File: config.mk
export PLATFORM = sky130hd
export DESIGN_NAME = modbus_rtu_frame_builder_top
export DESIGN_NICKNAME = d
export VERILOG_FILES = /design/src/rtl/core/mrfb_pkg.sv /design/src/rtl/core/mrfb_payload_shift.sv /design/src/rtl/core/mrfb_crc_serial.sv /design/src/rtl/core/modbus_rtu_frame_builder_top.sv
export SDC_FILE = /design/constraint.sdc
export NUM_CORES = 1
export LEC_CHECK = 0
export ABC_AREA = 1
export BUFFER_PORTS_ARGS = -buffer_cell sky130_fd_sc_hd__buf_4
export CORE_UTILIZATION = 40
export DETAILED_ROUTE_END_ITERATION = 8
export GPL_TIMING_DRIVEN = 0
export PLACE_DENSITY = 0.74
export SYNTH_ARGS = -nofsm -noshare
export SYNTH_HDL_FRONTEND = slang
export SYNTH_SLANG_ARGS = --single-unit
File: constraint.sdc
create_clock -name i_clk -period 2.1 [get_ports i_clk]
set_clock_uncertainty 0.2 [all_clocks]
set_input_delay 0.42 -clock i_clk [delete_from_list [all_inputs] [get_ports i_clk]]
set_output_delay 0.42 -clock i_clk [all_outputs]
set_load 0.01 [all_outputs]
File: src/rtl/core/mrfb_pkg.sv
// Shared constants, state type and control structs for the Modbus RTU frame builder.
package mrfb_pkg;

    localparam logic [15:0] CRC_POLY      = 16'hA001;
    localparam logic [15:0] CRC_INIT      = 16'hFFFF;
    localparam int          PAYLOAD_BYTES = 7;
    localparam int          PAYLOAD_W     = PAYLOAD_BYTES * 8;
    localparam int          LEN_W         = $clog2(PAYLOAD_BYTES + 1);

    localparam logic [LEN_W-1:0] REQ_LEN = LEN_W'(6);
    localparam logic [LEN_W-1:0] RSP_LEN = LEN_W'(7);

    localparam logic CMD_REQUEST  = 1'b0;
    localparam logic CMD_RESPONSE = 1'b1;

    typedef enum logic [2:0] {
        ST_IDLE,
        ST_LOAD,
        ST_CRUNCH,
        ST_CRC_LO,
        ST_CRC_HI
    } t_state;

    // control from the sequencer to the serial CRC unit
    typedef struct packed {
        logic       init;
        logic       load;
        logic [7:0] byte_in;
    } t_crc_ctl;

    // control from the sequencer to the payload shifter
    typedef struct packed {
        logic load;
        logic shift;
    } t_pay_ctl;

endpackage

File: src/rtl/core/mrfb_payload_shift.sv
// Payload byte shifter: holds the frame payload and hands it out one byte at a time.
module mrfb_payload_shift
    import mrfb_pkg::*;
(
    input  logic                 i_clk,
    input  logic                 i_rst_n,
    input  t_pay_ctl             i_ctl,
    input  logic [PAYLOAD_W-1:0] i_bytes,
    input  logic [LEN_W-1:0]     i_len,
    output logic [7:0]           o_byte,
    output logic                 o_empty
);

    logic [PAYLOAD_W-1:0] r_bytes;
    logic [PAYLOAD_W-1:0] n_bytes;
    logic [LEN_W-1:0]     r_left;
    logic [LEN_W-1:0]     n_left;

    always_comb begin
        n_bytes = r_bytes;
        n_left  = r_left;
        if (i_ctl.load) begin
            n_bytes = i_bytes;
            n_left  = i_len;
        end else if (i_ctl.shift) begin
            // advance to the next byte, oldest in the low bits
            n_bytes = {8'h00, r_bytes[PAYLOAD_W-1:8]};
            n_left  = r_left - LEN_W'(1);
        end
    end

    always_ff @(posedge i_clk) begin
        r_bytes <= n_bytes;
    end

    always_ff @(posedge i_clk) begin
        if (!i_rst_n) begin
            r_left <= '0;
        end else begin
            r_left <= n_left;
        end
    end

    assign o_byte  = r_bytes[7:0];
    assign o_empty = (r_left == '0);

endmodule

File: src/rtl/core/mrfb_crc_serial.sv
// Bit-serial Modbus CRC-16: folds one byte into the CRC bit by bit, LSB first.
module mrfb_crc_serial
    import mrfb_pkg::*;
(
    input  logic        i_clk,
    input  logic        i_rst_n,
    input  t_crc_ctl    i_ctl,
    output logic [15:0] o_crc,
    output logic        o_busy
);

    logic [15:0] r_crc;
    logic [15:0] n_crc;
    logic [7:0]  r_bits;
    logic [7:0]  n_bits;
    logic [2:0]  r_cnt;
    logic [2:0]  n_cnt;
    logic        r_run;
    logic        n_run;
    logic        fb;

    always_comb begin
        n_crc  = r_crc;
        n_bits = r_bits;
        n_cnt  = r_cnt;
        n_run  = r_run;
        fb     = r_crc[0] ^ r_bits[0];
        if (i_ctl.init) begin
            n_crc = CRC_INIT;
        end
        if (i_ctl.load) begin
            n_bits = i_ctl.byte_in;
            n_cnt  = '0;
            n_run  = 1'b1;
        end else if (r_run) begin
            n_crc  = {1'b0, r_crc[15:1]} ^ (fb ? CRC_POLY : 16'h0000);
            n_bits = {1'b0, r_bits[7:1]};
            n_cnt  = r_cnt + 3'd1;
            if (r_cnt == 3'd7) begin
                n_run = 1'b0;
            end
        end
    end

    always_ff @(posedge i_clk) begin
        r_bits <= n_bits;
    end

    always_ff @(posedge i_clk) begin
        if (!i_rst_n) begin
            r_crc <= CRC_INIT;
            r_cnt <= '0;
            r_run <= 1'b0;
        end else begin
            r_crc <= n_crc;
            r_cnt <= n_cnt;
            r_run <= n_run;
        end
    end

    assign o_crc  = r_crc;
    assign o_busy = r_run;

endmodule

File: src/rtl/core/modbus_rtu_frame_builder_top.sv
// Modbus RTU frame builder top level: sequencer, output register and checks.
//
// One request item on the slave side becomes a complete Modbus RTU frame on
// the master side, one byte per item, closed by the CRC-16 (reflected poly
// 0xA001, preset 0xFFFF, low byte first); tlast marks the high CRC byte.
// tuser selects the frame: 0 gives a master read request (address, function,
// start address hi/lo, quantity hi/lo, CRC: 8 bytes), 1 gives a slave
// response (address, function, byte count, four data bytes MSB first, CRC:
// 9 bytes). The CRC is computed one bit per clock by a serial unit: each
// payload byte is handed out and loaded into the CRC unit, folded in by
// eight CRC bit steps, and then the sequencer waits to see the CRC unit
// finish; each CRC byte is then handed out from its own state. The sequencer
// returns to idle once the high CRC byte is loaded into the output register.
// A new request is accepted only when the previous frame has been
// handed to the output register. The output register decouples the two
// sides: a payload byte waits there while its CRC bits are folded in, and
// back-pressure on the master side simply stalls the sequencer.
module modbus_rtu_frame_builder_top
    import mrfb_pkg::*;
(
    input  logic        i_clk,
    input  logic        i_rst_n,
    input  logic        s_axis_tvalid,
    output logic        s_axis_tready,
    // slave_address[7:0], function_code[15:8], start_address[31:16],
    // quantity[47:32], byte_count[55:48], data_word[87:56]
    input  logic [87:0] s_axis_tdata,
    // command[0]
    input  logic [0:0]  s_axis_tuser,
    output logic        m_axis_tvalid,
    input  logic        m_axis_tready,
    // frame_byte[7:0]
    output logic [7:0]  m_axis_tdata,
    // last_byte
    output logic        m_axis_tlast
);

    // unpacked request fields
    logic        in_cmd;
    logic [7:0]  in_addr;
    logic [7:0]  in_func;
    logic [15:0] in_start;
    logic [15:0] in_qty;
    logic [7:0]  in_cnt;
    logic [31:0] in_data;

    assign in_cmd   = s_axis_tuser[0];
    assign in_addr  = s_axis_tdata[7:0];
    assign in_func  = s_axis_tdata[15:8];
    assign in_start = s_axis_tdata[31:16];
    assign in_qty   = s_axis_tdata[47:32];
    assign in_cnt   = s_axis_tdata[55:48];
    assign in_data  = s_axis_tdata[87:56];

    // payload in transmission order, first byte lowest
    logic [PAYLOAD_W-1:0] pay_bytes;
    logic [LEN_W-1:0]     pay_len;

    always_comb begin
        if (in_cmd == CMD_RESPONSE) begin
            pay_bytes = {in_data[7:0], in_data[15:8], in_data[23:16], in_data[31:24],
                         in_cnt, in_func, in_addr};
            pay_len   = RSP_LEN;
        end else begin
            pay_bytes = {8'h00, in_qty[7:0], in_qty[15:8], in_start[7:0], in_start[15:8],
                         in_func, in_addr};
            pay_len   = REQ_LEN;
        end
    end

    t_state      r_state;
    t_state      n_state;
    t_pay_ctl    pay_ctl;
    t_crc_ctl    crc_ctl;
    logic [7:0]  pay_byte;
    logic        pay_empty;
    logic [15:0] crc_val;
    logic        crc_busy;

    logic        in_acc;
    logic        out_free;
    logic        out_load;
    logic [7:0]  out_byte;
    logic        out_last;

    logic        r_out_valid;
    logic        n_out_valid;
    logic [7:0]  r_out_byte;
    logic [7:0]  n_out_byte;
    logic        r_out_last;
    logic        n_out_last;

    assign in_acc   = s_axis_tvalid && s_axis_tready;
    // output slot free when empty or being drained this cycle
    assign out_free = !r_out_valid || m_axis_tready;

    mrfb_payload_shift u_pay (
        .i_clk   (i_clk),
        .i_rst_n (i_rst_n),
        .i_ctl   (pay_ctl),
        .i_bytes (pay_bytes),
        .i_len   (pay_len),
        .o_byte  (pay_byte),
        .o_empty (pay_empty)
    );

    mrfb_crc_serial u_crc (
        .i_clk   (i_clk),
        .i_rst_n (i_rst_n),
        .i_ctl   (crc_ctl),
        .o_crc   (crc_val),
        .o_busy  (crc_busy)
    );

    // sequencer: next state and control
    always_comb begin
        n_state         = r_state;
        s_axis_tready   = 1'b0;
        pay_ctl         = '0;
        crc_ctl         = '0;
        crc_ctl.byte_in = pay_byte;
        out_load        = 1'b0;
        out_byte        = pay_byte;
        out_last        = 1'b0;
        case (r_state)
            ST_IDLE: begin
                s_axis_tready = 1'b1;
                if (s_axis_tvalid) begin
                    pay_ctl.load = 1'b1;
                    crc_ctl.init = 1'b1;
                    n_state      = ST_LOAD;
                end
            end
            ST_LOAD: begin
                // hand the byte out and start folding it into the CRC
                if (out_free) begin
                    out_load      = 1'b1;
                    crc_ctl.load  = 1'b1;
                    pay_ctl.shift = 1'b1;
                    n_state       = ST_CRUNCH;
                end
            end
            ST_CRUNCH: begin
                if (!crc_busy) begin
                    n_state = pay_empty ? ST_CRC_LO : ST_LOAD;
                end
            end
            ST_CRC_LO: begin
                out_byte = crc_val[7:0];
                if (out_free) begin
                    out_load = 1'b1;
                    n_state  = ST_CRC_HI;
                end
            end
            ST_CRC_HI: begin
                out_byte = crc_val[15:8];
                out_last = 1'b1;
                if (out_free) begin
                    out_load = 1'b1;
                    n_state  = ST_IDLE;
                end
            end
            default: begin
                n_state = ST_IDLE;
            end
        endcase
    end

    always_ff @(posedge i_clk) begin
        if (!i_rst_n) begin
            r_state <= ST_IDLE;
        end else begin
            r_state <= n_state;
        end
    end

    // output register: hold until taken
    always_comb begin
        n_out_valid = r_out_valid;
        n_out_byte  = r_out_byte;
        n_out_last  = r_out_last;
        if (out_load) begin
            n_out_valid = 1'b1;
            n_out_byte  = out_byte;
            n_out_last  = out_last;
        end else if (m_axis_tready) begin
            n_out_valid = 1'b0;
        end
    end

    always_ff @(posedge i_clk) begin
        if (!i_rst_n) begin
            r_out_valid <= 1'b0;
        end else begin
            r_out_valid <= n_out_valid;
        end
    end

    always_ff @(posedge i_clk) begin
        r_out_byte <= n_out_byte;
        r_out_last <= n_out_last;
    end

    assign m_axis_tvalid = r_out_valid;
    assign m_axis_tdata  = r_out_byte;
    assign m_axis_tlast  = r_out_last;

`ifndef SYNTH
    a_crc_busy_in_crunch: assert property (@(posedge i_clk) disable iff (!i_rst_n)
        crc_busy |-> (r_state == ST_CRUNCH))
        else $error("CRC unit running outside the crunch state");

    a_accept_presets_crc: assert property (@(posedge i_clk) disable iff (!i_rst_n)
        in_acc |=> ((r_state == ST_LOAD) && (crc_val == CRC_INIT) && !pay_empty))
        else $error("accepted request did not preset CRC and payload");

    a_last_ends_frame: assert property (@(posedge i_clk) disable iff (!i_rst_n)
        (out_load && out_last) |=> ((r_state == ST_IDLE) && pay_empty))
        else $error("final CRC byte issued without ending the frame");
`endif

endmodule

==> impl_results.md, run 1 <==
- Outcome: complete, but fails checks
- Failing checks: design-rule violations
- I/O Pins: 104
- Wl on met1: 4760 um
- Sw Share: 33.3%
- Met2 wire length: 5820 um
- Reg2reg end: u_crc.r_bits[6]
- Layout cells sized above 1: 28.8%
- Num CTS Buffers: 9
- Number of synthesized register bits: 100
- Routed len/inst: 14.6 um
- Area of the die: 12600 um^2
- Crit path capture type: flip-flop
- Critical path class: reg2reg
- Largest net degree at the start of global routing: 60
- Synthesized net count: 612
- Critical path required time: 1910 ps
- Pint: 5.50 mW
- Max_slew headroom: 68.0%
- Initial DRC count: 229
- Die W: 112 um
- Dominant cells by area after synthesis: edfxtp_1 45%, nand2_1 12%, dfxtp_1 11%
- Worst r2r path cells: 6
- Maximum vdd ir drop: 0.579 mV
- Crit path launch type: flip-flop
- Period utilization: 87.1%
- Initial Util: 41.9%
- Clk slew on worst S/H paths: 70 ps
- Yosys top cell area share: 45.1%
- Psw: 2.74 mW
- Worst slew pin tran: 480 ps
- Core Area: 11600 um^2
- Vias: 3845
- Reg power frac: 44.5%
- Final Hold Vio Count: 0
- Met3 wire len: 605 um
- Clock share of power: 22.5%
- H-tree depth: 3
- Cells after synthesis: 515
- Final TNS setup: 0 ps
- Post-DP HPWL: 8620 um
- Clk_lat worst skew: 340 ps
- CTS tree: done
- Max layer used: met4
- Total GRT Usage: 18.1%
- Nets: 724
- Post-route ant nets: 0
- Min-delay worst type: in2reg
- Fmax achieved: 0.546 GHz
- Max-cap check violation count: 0
- Root Driver: clkbuf_16
- Unrepaired setup endpoints after global routing: false
- Worst R2R Start: m_axis_tvalid
- Fillers: 1023
- Post-synthesis cell type count: 25
- Maximum buffer depth of the clock tree: 2
- CP arrival: 1640 ps
- Yosys warns: 0
- Critical path peak fanout: 10
- P&R area growth vs syn: 26.6%
- Leakage power: 2.79 nW
- Hold_buf cts: 0
- Cell Pwr Density: 1340 nW/um^2
- Seq/Total Area, Yosys: 56.2%
- Total power: 8.24 mW
- Global-route wire length before repair: 17900 um
- Combinational Power Share: 33.0%
- Die Span Y: 112 um
- Initial DRT Pass Iterations: 6
- Drt drc: 3
- Worst Setup EP: u_crc.r_bits[6]
- IO buf count: 101
- Clock sinks: 100
- Dpl cell area: 5800 um^2
- Initial antenna violation count: 0
- Largest area contributor in the netlist: edfxtp_1
- Worst setup path start: m_axis_tvalid
- Final setup viols: 0
- Syn avg cell area: 9.44 um^2
- Antenna diodes: 0
- Number of global-route vias before repair: 3815
- Total congestion overflow: 0
- Final wirelength: 11300 um
- Via density: 4.96
- Final Critical Period: 1830 ps
- Row count: 39
- Setup slack, reg-to-reg: 270 ps
- Design area: 6150 um^2
- Final GP Congestion: 0.886
- Postcts setup bufs: 0
- Slew Limit Fails: 0
- Cell Area, Synth: 4860 um^2
==> what timing repair did <==
| action | CTS | global route |
|---|---|---|
| hold endpoints to repair | 0 | 0 |
| gates resized for setup | 1 | 2 |
| setup endpoints to repair | 59 | 11 |
==> logic make-up (layout without fill, tap and decap cells) <==
| group | Yosys count | in the layout | synth area share, % |
|---|---|---|---|
| AND/OR/NAND/NOR | 276 | 276 | 23.1 |
| flip-flops | 100 | 100 | 56.2 |
| buffers and inverters | 69 | 186 | 7.03 |
| AO/OA/AOI/OAI | 63 | 63 | 12.0 |
| adder cells (fa/ha/maj) | 4 | 4 | 1.03 |
| XOR/XNOR | 3 | 3 | 0.541 |
==> cell usage in the layout, fill, tap and decap left out <==
cell type	count
o31ai_2	32
nand2_2	2
o221ai_1	8
buf_2	6
o21ai_1	15
inv_1	41
clkinv_4	1
nor2_4	1
nand2_4	2
nand3_1	24
nand2_1	154
nand2_8	1
inv_2	3
clkbuf_16	10
xor2_1	2
ha_1	4
nand3_4	1
edfxtp_1	73
clkbuf_1	8
buf_6	7
o21ai_0	1
nor2_2	6
nand4_1	1
nor2_1	84
dfxtp_1	27
inv_8	1
buf_4	107
a21oi_1	7
xnor2_1	1
bufinv_16	2
==> cell type report <==
| class | instances | area [um^2] | area share, % |
|---|---|---|---|
| Inverter | 44 | 165 | 2.68 |
| Buffer | 25 | 176 | 2.87 |
| Clock inverter | 4 | 80.1 | 1.30 |
| Multi-Input combinational cell | 346 | 1800 | 29.3 |
| Clock buffer | 12 | 258 | 4.19 |
| Sequential cell | 100 | 2730 | 44.4 |
| Timing Repair Buffer | 101 | 758 | 12.3 |
| Tap cell | 143 | 179 | 2.91 |
==> worst min path at each step <==
stage	startpoint	to	slack, ps	cells after the start
global placement	u_crc.o_crc[2]	u_crc.o_crc[1]	240	2
floorplan	u_crc.o_crc[2]	u_crc.o_crc[1]	230	2
detailed placement	u_crc.o_crc[15]	u_crc.o_crc[14]	250	2
CTS	s_axis_tdata[2]	u_pay.r_bytes[2]	140	3
finish	s_axis_tdata[2]	u_pay.r_bytes[2]	150	3
global route	s_axis_tdata[0]	u_pay.r_bytes[0]	150	3
==> Yosys cell counts <==
library cell and number:
a21oi_1 7, buf_2 6, buf_4 6, buf_6 7, clkbuf_1 6, dfxtp_1 27, edfxtp_1 73, ha_1 4
inv_1 41, inv_2 3, nand2_1 154, nand2_2 3, nand2_4 2, nand3_1 24, nand3_4 1, nand4_1 1
nor2_1 85, nor2_2 5, nor2_4 1, o21ai_0 1, o21ai_1 15, o221ai_1 8, o31ai_2 32, xnor2_1 1
xor2_1 2
==> critical path: stages, from the launching register on <==
cell and delay (ps):
dfxtp_1 330, inv_1 50, nor2_2 200, inv_1 130, nand2_4 160, buf_4 190, nand2_1 250
==> sequential cells by signal (all words and copies together), names as in the netlist <==
register / count
m_axis_tvalid: 1
u_crc.r_bits: 8
m_axis_tlast: 1
u_crc.r_cnt: 3
u_crc.o_crc: 16
u_crc.o_busy: 1
r_state: 3
m_axis_tdata: 8
u_pay.r_left: 3
u_pay.r_bytes: 56
==> metrics by stage <==
stage                     hold WS (ps)  instances  util, %  setup slack [ps]
after floorplan                    233        515        -              43.7
after global placement             242        759     49.9              -432
after detailed placement           250        759     49.9              -475
after CTS                          141        775     52.9              64.1
after global routing               148        775     53.0               154
final                              147        775     53.0               270
==> power groups by stage <==
| stage | Sequential, mW | Combinational, mW | Clock (mW) |
|---|---|---|---|
| detailed placement | 3.72 | 2.70 | 0 |
| finish | 3.66 | 2.72 | 1.85 |
| global route | 3.74 | 3.03 | 1.94 |
| global placement | 3.68 | 2.59 | 0 |
| CTS | 3.68 | 2.73 | 1.88 |
| floorplan | 3.62 | 1.90 | 0 |
==> routing by layer <==
layer  track usage, %  vias to the layer above
met5                0                        -
met4             4.98                        0
met3             4.21                       16
met2             32.9                      128
met1             21.5                     1774
li1                 -                     1927
Note: power is estimated with default switching activity, not from simulation.
==> inputs of run 2 (changes only) <==
--- a/config.mk
+++ b/config.mk
@@ -5,7 +5,6 @@
 export SDC_FILE = /design/constraint.sdc
 export NUM_CORES = 1
 export LEC_CHECK = 0
-export ABC_AREA = 1
 export BUFFER_PORTS_ARGS = -buffer_cell sky130_fd_sc_hd__buf_4
 export CORE_UTILIZATION = 40
 export DETAILED_ROUTE_END_ITERATION = 8
==> constraint.sdc (replaced) <==
create_clock -name i_clk -period 2.1 [get_ports i_clk]
set_clock_uncertainty 0.2 [all_clocks]
set_input_delay 0.21 -clock i_clk [delete_from_list [all_inputs] [get_ports i_clk]]
set_output_delay 0.21 -clock i_clk [all_outputs]
set_load 0.01 [all_outputs]
==> impl_results.md, run 2 <==
- Postcts setup bufs: 0
- Largest area contributor in the netlist: edfxtp_1
- Drt drc: 0
- Initial Util: 41.4%
- Largest net degree at the start of global routing: 29
- Initial DRC count: 164
- Cells after synthesis: 443
- Layout cells sized above 1: 25.9%
- Die Span Y: 111 um
- Final GP Congestion: 0.922
- Post-route ant nets: 0
- Number of global-route vias before repair: 3653
- Worst slew pin tran: 444 ps
- Routed len/inst: 15.1 um
- Unrepaired setup endpoints after global routing: false
- CTS tree: done
- Final Util: 55.0%
- Maximum vdd ir drop: 0.485 mV
- Total power: 6.19 mW
- Count leader, synth: nand2_1
- IO buf count: 102
- Number of synthesized flops with an enable pin: 73
- Dpl cell area: 5700 um^2
- Largest register FFs: 56
- Max_slew headroom: 70.4%
- Number of synthesized register bits: 100
- Cell mode on critical path: buf_2
- Synth cell count leaders: 96 x nand2_1, 73 x edfxtp_1, 35 x mux2i_1
- Yosys top cell area share: 46.2%
- Initial DRT Pass Iterations: 5
- Leakage power: 2.69 nW
- Dominant cells by area after synthesis: edfxtp_1 46%, dfxtp_1 11%, nand2_1 7.6%
- Outcome: finished clean
- Vias: 3769
- Synth Area in Adders: 1.06%
- Final TNS setup: 0 ps
- Final Critical Period: 2000 ps
- Slowest cell on crit path: mux2_1
- H-tree depth: 3
- Fillers: 979
- Seq/Total Area, Yosys: 57.6%
- Final Hold Vio Count: 0
- Clock sinks: 100
- Period utilization: 95.1%
- Global-route wire length before repair: 17500 um
- Design area: 6310 um^2
- Yosys warns: 0
- Maximum buffer depth of the clock tree: 2
- Post-Synth XOR/XNOR Area: 1.11%
- Most frequent cells in the layout: 105 x buf_4, 93 x nand2_1, 73 x edfxtp_1
- Multi-input gate area: 1890 um^2
- Cell Area, Synth: 4740 um^2
- Post-synthesis simple-gate area fraction: 16.0%
- CP max stage delay: 350 ps
- Initial antenna violation count: 0
- Synth Area in Compound Gates: 11.6%
- Core Area: 11500 um^2
- CP cell instances: buf_2 > nor2_2 > nand3_2 > buf_2 > mux2_1
- Critical path class: reg2reg
- Slew Limit Fails: 0
- Clk slew on worst S/H paths: 70 ps
- Top FF cell, synth: edfxtp_1
- Post-synthesis cell type count: 40
- Max-cap check violation count: 0
- Via density: 5.17
- Root Driver: clkbuf_16
- Area of the die: 12300 um^2
- Synthesized net count: 540
- Total GRT Usage: 18.0%
- Nets: 678
- Main combinational cell family by area after synthesis: simple AND/OR/NAND/NOR gates
- Critical path required time: 1980 ps
- I/O Pins: 104
- Crit path launch type: flip-flop
- Final wirelength: 11000 um
- Commonest non-fill, non-tap cell in the layout: buf_4
- Post-DP HPWL: 8080 um
- Register area: 2730 um^2
- P&R area growth vs syn: 32.9%
- Top reg by flops: u_pay.r_bytes
- Mux contribution to synthesized area: 9.05%
- CP arrival: 1880 ps
- Die W: 111 um
- Share of synthesized registers carrying an async set or reset: 0%
- Critical path peak fanout: 11
- Syn avg cell area: 10.7 um^2
- Clk_lat worst skew: 330 ps
- Fmax achieved: 0.501 GHz
- Worst path top cell family by delay: buffers and inverters
- Crit path capture type: flip-flop
- Min-delay worst type: in2reg
- Antenna diodes: 0
- Final setup viols: 0
- Num CTS Buffers: 9
- Total congestion overflow: 0
- Cell Pwr Density: 982 nW/um^2
- Row count: 39
- Buf+Inv Stages, Crit Path: 2
## run 2: cell count changes after synthesis, moves of 10 or more
cell     previous run  this run
o21ai_0             1        25
nand3_1            24         0
nand2_1           154        96
and3_1              0        10
mux2i_1             0        35
a22o_1              0        16
nor2_1             85        20
o21ai_1            15        25
o31ai_2            32         1
nor3_1              0        17
inv_1              41         4
buf_2               6        17
## run 2: timing repair
item	4_1_cts	5_1_grt
cloned	1	0
hold buffers	25	0
resized for setup	3	3
hold endpoints to repair	27	0
endpoints found under the setup margin	65	73
pin swaps	1	0
## run 2: kinds of logic after synthesis
group,after synthesis
DFF,100
xor gates and xnor gates,6
and+or+nand+nor,168
AOI/OAI and AO/OA,86
muxes,42
adders and majority gates,4
buffers and inverters,37
## run 2: final timing paths
path	slack, ps	cells after the start	start	endpoint
hold / removal	20	3	s_axis_tdata[75]	u_pay.r_bytes[35]
hold reg to reg	320	2	u_pay.r_bytes[15]	u_pay.r_bytes[7]
setup reg to reg	100	5	r_state[1]	u_crc.r_bits[4]
setup / recovery	100	5	r_state[1]	u_crc.r_bits[4]
## run 2: power by group
| group | total, mW | internal (mW) | switching (mW) | leakage (nW) |
|---|---|---|---|---|
| Combinational | 1.46 | 0.629 | 0.833 | 1.59 |
| Clock | 1.77 | 1.05 | 0.719 | 0.158 |
| Sequential | 2.96 | 2.76 | 0.204 | 0.939 |
| Total | 6.19 | 4.44 | 1.76 | 2.69 |
## run 2: cell type report
class,count,share of cell area (%)
Tap cell,143,2.84
Inverter,4,0.238
Timing Repair Buffer,127,16.1
Clock inverter,7,1.51
Multi-Input combinational cell,307,30.0
Sequential cell,100,43.3
Buffer,32,2.40
Clock buffer,9,3.57
## run 2: tightest hold or removal path, cell delays in order
cell	delay (ps)
buf_4	70
mux2i_1	60
o21ai_1	100
## run 2: through the flow
stage	std cells	hold slack (ps)	setup WS [ps]
after detailed placement	688	276	-134
after CTS	729	18.4	44.9
after global placement	688	278	-104
after global routing	729	40.0	24.7
final	729	21.6	104
after floorplan	443	161	98.3
## run 2: per-layer routing
| metal | up-vias | GRT usage (%) | share of wire [%] | routed length (um) |
|---|---|---|---|---|
| met5 | - | 0 | 0 | 0 |
| met4 | 0 | 7.02 | 2.4 | 260 |
| met3 | 16 | 2.68 | 5.6 | 618 |
| met2 | 148 | 31.0 | 50 | 5460 |
| met1 | 1740 | 22.9 | 42 | 4670 |
| li1 | 1865 | - | - | - |
==> inputs of run 3 (changes only) <==
--- a/config.mk
+++ b/config.mk
@@ -6,10 +6,11 @@
 export NUM_CORES = 1
 export LEC_CHECK = 0
 export BUFFER_PORTS_ARGS = -buffer_cell sky130_fd_sc_hd__buf_4
-export CORE_UTILIZATION = 40
+export CORE_UTILIZATION = 59
 export DETAILED_ROUTE_END_ITERATION = 8
+export GPL_ROUTABILITY_DRIVEN = 0
 export GPL_TIMING_DRIVEN = 0
-export PLACE_DENSITY = 0.74
+export PLACE_DENSITY = 0.95
 export SYNTH_ARGS = -nofsm -noshare
 export SYNTH_HDL_FRONTEND = slang
 export SYNTH_SLANG_ARGS = --single-unit
==> constraint.sdc (replaced) <==
create_clock -name i_clk -period 2.4 [get_ports i_clk]
set_clock_uncertainty 0.2 [all_clocks]
set_input_delay 0.24 -clock i_clk [delete_from_list [all_inputs] [get_ports i_clk]]
set_output_delay 0.24 -clock i_clk [all_outputs]
set_load 0.01 [all_outputs]
==> impl_results.md, run 3 (synthesized netlist as in run 2, its figures left out) <==
- Total congestion overflow: 0
- Maximum vdd ir drop: 0.396 mV
- Crit path launch type: flip-flop
- HP Start: s_axis_tdata[61]
- Vias: 4160
- Leakage power: 2.62 nW
- H-tree depth: 3
- Final setup viols: 0
- CP cell instances: buf_2 > nor3_2 > nand2_1 > clkbuf_1 > buf_2 > nand2_8
- Crit path capture type: flip-flop
- Hold path cells: 2
- Maximum buffer depth of the clock tree: 2
- Post-Place Cells: 647
- Reg2reg end: u_pay.r_bytes[45]
- P&R area growth vs syn: 28.7%
- Post-DP HPWL: 8380 um
- Clk_lat worst skew: 370 ps
- Layout cells sized above 1: 25.1%
- Critical path peak fanout: 28
- Die W: 91.7 um
- IO buf count: 102
- Row count: 32
- Period utilization: 92.9%
- Largest register FFs: 56
- Total GRT Usage: 31.2%
- Core Area: 7770 um^2
- Num CTS Buffers: 9
- Final Hold Vio Count: 0
- Dpl cell area: 5640 um^2
- I/O Pins: 104
- CTS tree: done
- WHS Endpoint: u_pay.r_bytes[53]
- Worst path top cell family by delay: simple AND/OR/NAND/NOR gates
- Min-delay worst type: in2reg
- Critical path required time: 2250 ps
- Initial antenna violation count: 0
- Cell mode on critical path: buf_2
- Via density: 6.06
- Post-Layout Cell Count: 687
- Nets: 677
- Die Span Y: 91.7 um
- Buf+Inv Stages, Crit Path: 3
- Unrepaired setup endpoints after global routing: false
- Initial Util: 61.1%
- Outcome: finished clean
- Max-cap check violation count: 0
- Top reg by flops: u_pay.r_bytes
- Final TNS setup: 0 ps
- Critical path class: reg2reg
- Postcts setup bufs: 0
- Most frequent cells in the layout: 104 x buf_4, 95 x nand2_1, 73 x edfxtp_1
- Slew Limit Fails: 0
- Number of global-route vias before repair: 4153
- Post-route ant nets: 0
- Slowest cell on crit path: dfxtp_1
- Clock sinks: 100
- Final Critical Period: 2230 ps
- Global-route wire length before repair: 19700 um
- Initial DRC count: 407
- Design area: 6100 um^2
- Total power: 5.10 mW
- Final wirelength: 12900 um
- Worst setup margin: 170 ps
- Largest net degree at the start of global routing: 57
- Max_slew headroom: 56.0%
- Fmax achieved: 0.448 GHz
- Antenna diodes: 0
- CP arrival: 2080 ps
- Setup slack, reg-to-reg: 170 ps
- Worst r2r path cells: 6
- Commonest non-fill, non-tap cell in the layout: buf_4
- Worst slew pin tran: 657 ps
- Clk slew on worst S/H paths: 100 ps
- Worst R2R Start: r_state[1]
- CP max stage delay: 310 ps
- Routed len/inst: 18.7 um
- Area of the die: 8400 um^2
- Initial DRT Pass Iterations: 6
- Drt drc: 0
- Root Driver: clkbuf_8
- Setup WS pre-CTS: -80.8 ps
- Cell Pwr Density: 835 nW/um^2
==> run 3: cell types whose count changed in the layout (fill, tap and decap cells not counted), moves of 2 or more <==
cell           before  now
clkbuf_8            0    9
clkbuf_16           9    2
clkbuf_1           11   15
inv_6               3    0
bufinv_16           2    0
dlygate4sd3_1      25   23
nand2_1            93   95
nand2_2             2    0
==> run 3: power by group <==
part | total [mW] | leakage, nW | switching, mW | internal, mW
clock | 1.11 | 0.0972 | 0.599 | 0.508
combinational | 1.36 | 1.59 | 0.816 | 0.547
sequential | 2.63 | 0.939 | 0.211 | 2.41
==> run 3: metrics by stage <==
step / util [%] / hold slack [ps]
floorplan: - / 191
global placement: 72.7 / 277
detailed placement: 72.7 / 301
CTS: 78.3 / 2.41
global route: 78.6 / 6.85
finish: 78.6 / 6.02
==> run 3: how the worst max path moves through the flow <==
| stage | from | endpoint | slack (ps) | depth (start not counted) |
|---|---|---|---|---|
| 2_1_floorplan | r_state[1] | u_pay.r_bytes[0] | 230 | 6 |
| 3_3_place_gp | r_state[1] | u_pay.r_bytes[44] | 30 | 6 |
| 3_5_place_dp | r_state[1] | u_pay.r_bytes[49] | -80 | 6 |
| 4_1_cts | r_state[1] | u_pay.r_bytes[50] | 100 | 6 |
| 5_1_grt | r_state[0] | m_axis_tdata[7] | 20 | 4 |
| 6_report | r_state[1] | u_pay.r_bytes[45] | 170 | 6 |
==> run 3: what timing repair did <==
action,CTS,global route
hold buffers,23,0
endpoints found under the setup margin,56,56
gates resized for setup,1,1
hold endpoints to repair,25,0
cloned,0,1
==> run 3: area by class of cell <==
cell class,count,area (um^2)
sequential,100,2730
multi-input combinational,307,1880
fill,450,1660
timing repair buffer,125,996
clock buffer,14,185
buffer,33,153
tap,102,128
clock inverter,2,16.3
inverter,4,15.0
==> run 3: metal layers <==
| metal | vias to the layer above | routed length, um | track usage [%] |
|---|---|---|---|
| li1 | 1857 | - | - |
| met1 | 1956 | 4640 | 34.7 |
| met2 | 287 | 6600 | 57.7 |
| met3 | 60 | 998 | 4.48 |
| met4 | 0 | 615 | 15.6 |
| met5 | - | 0 | 0 |
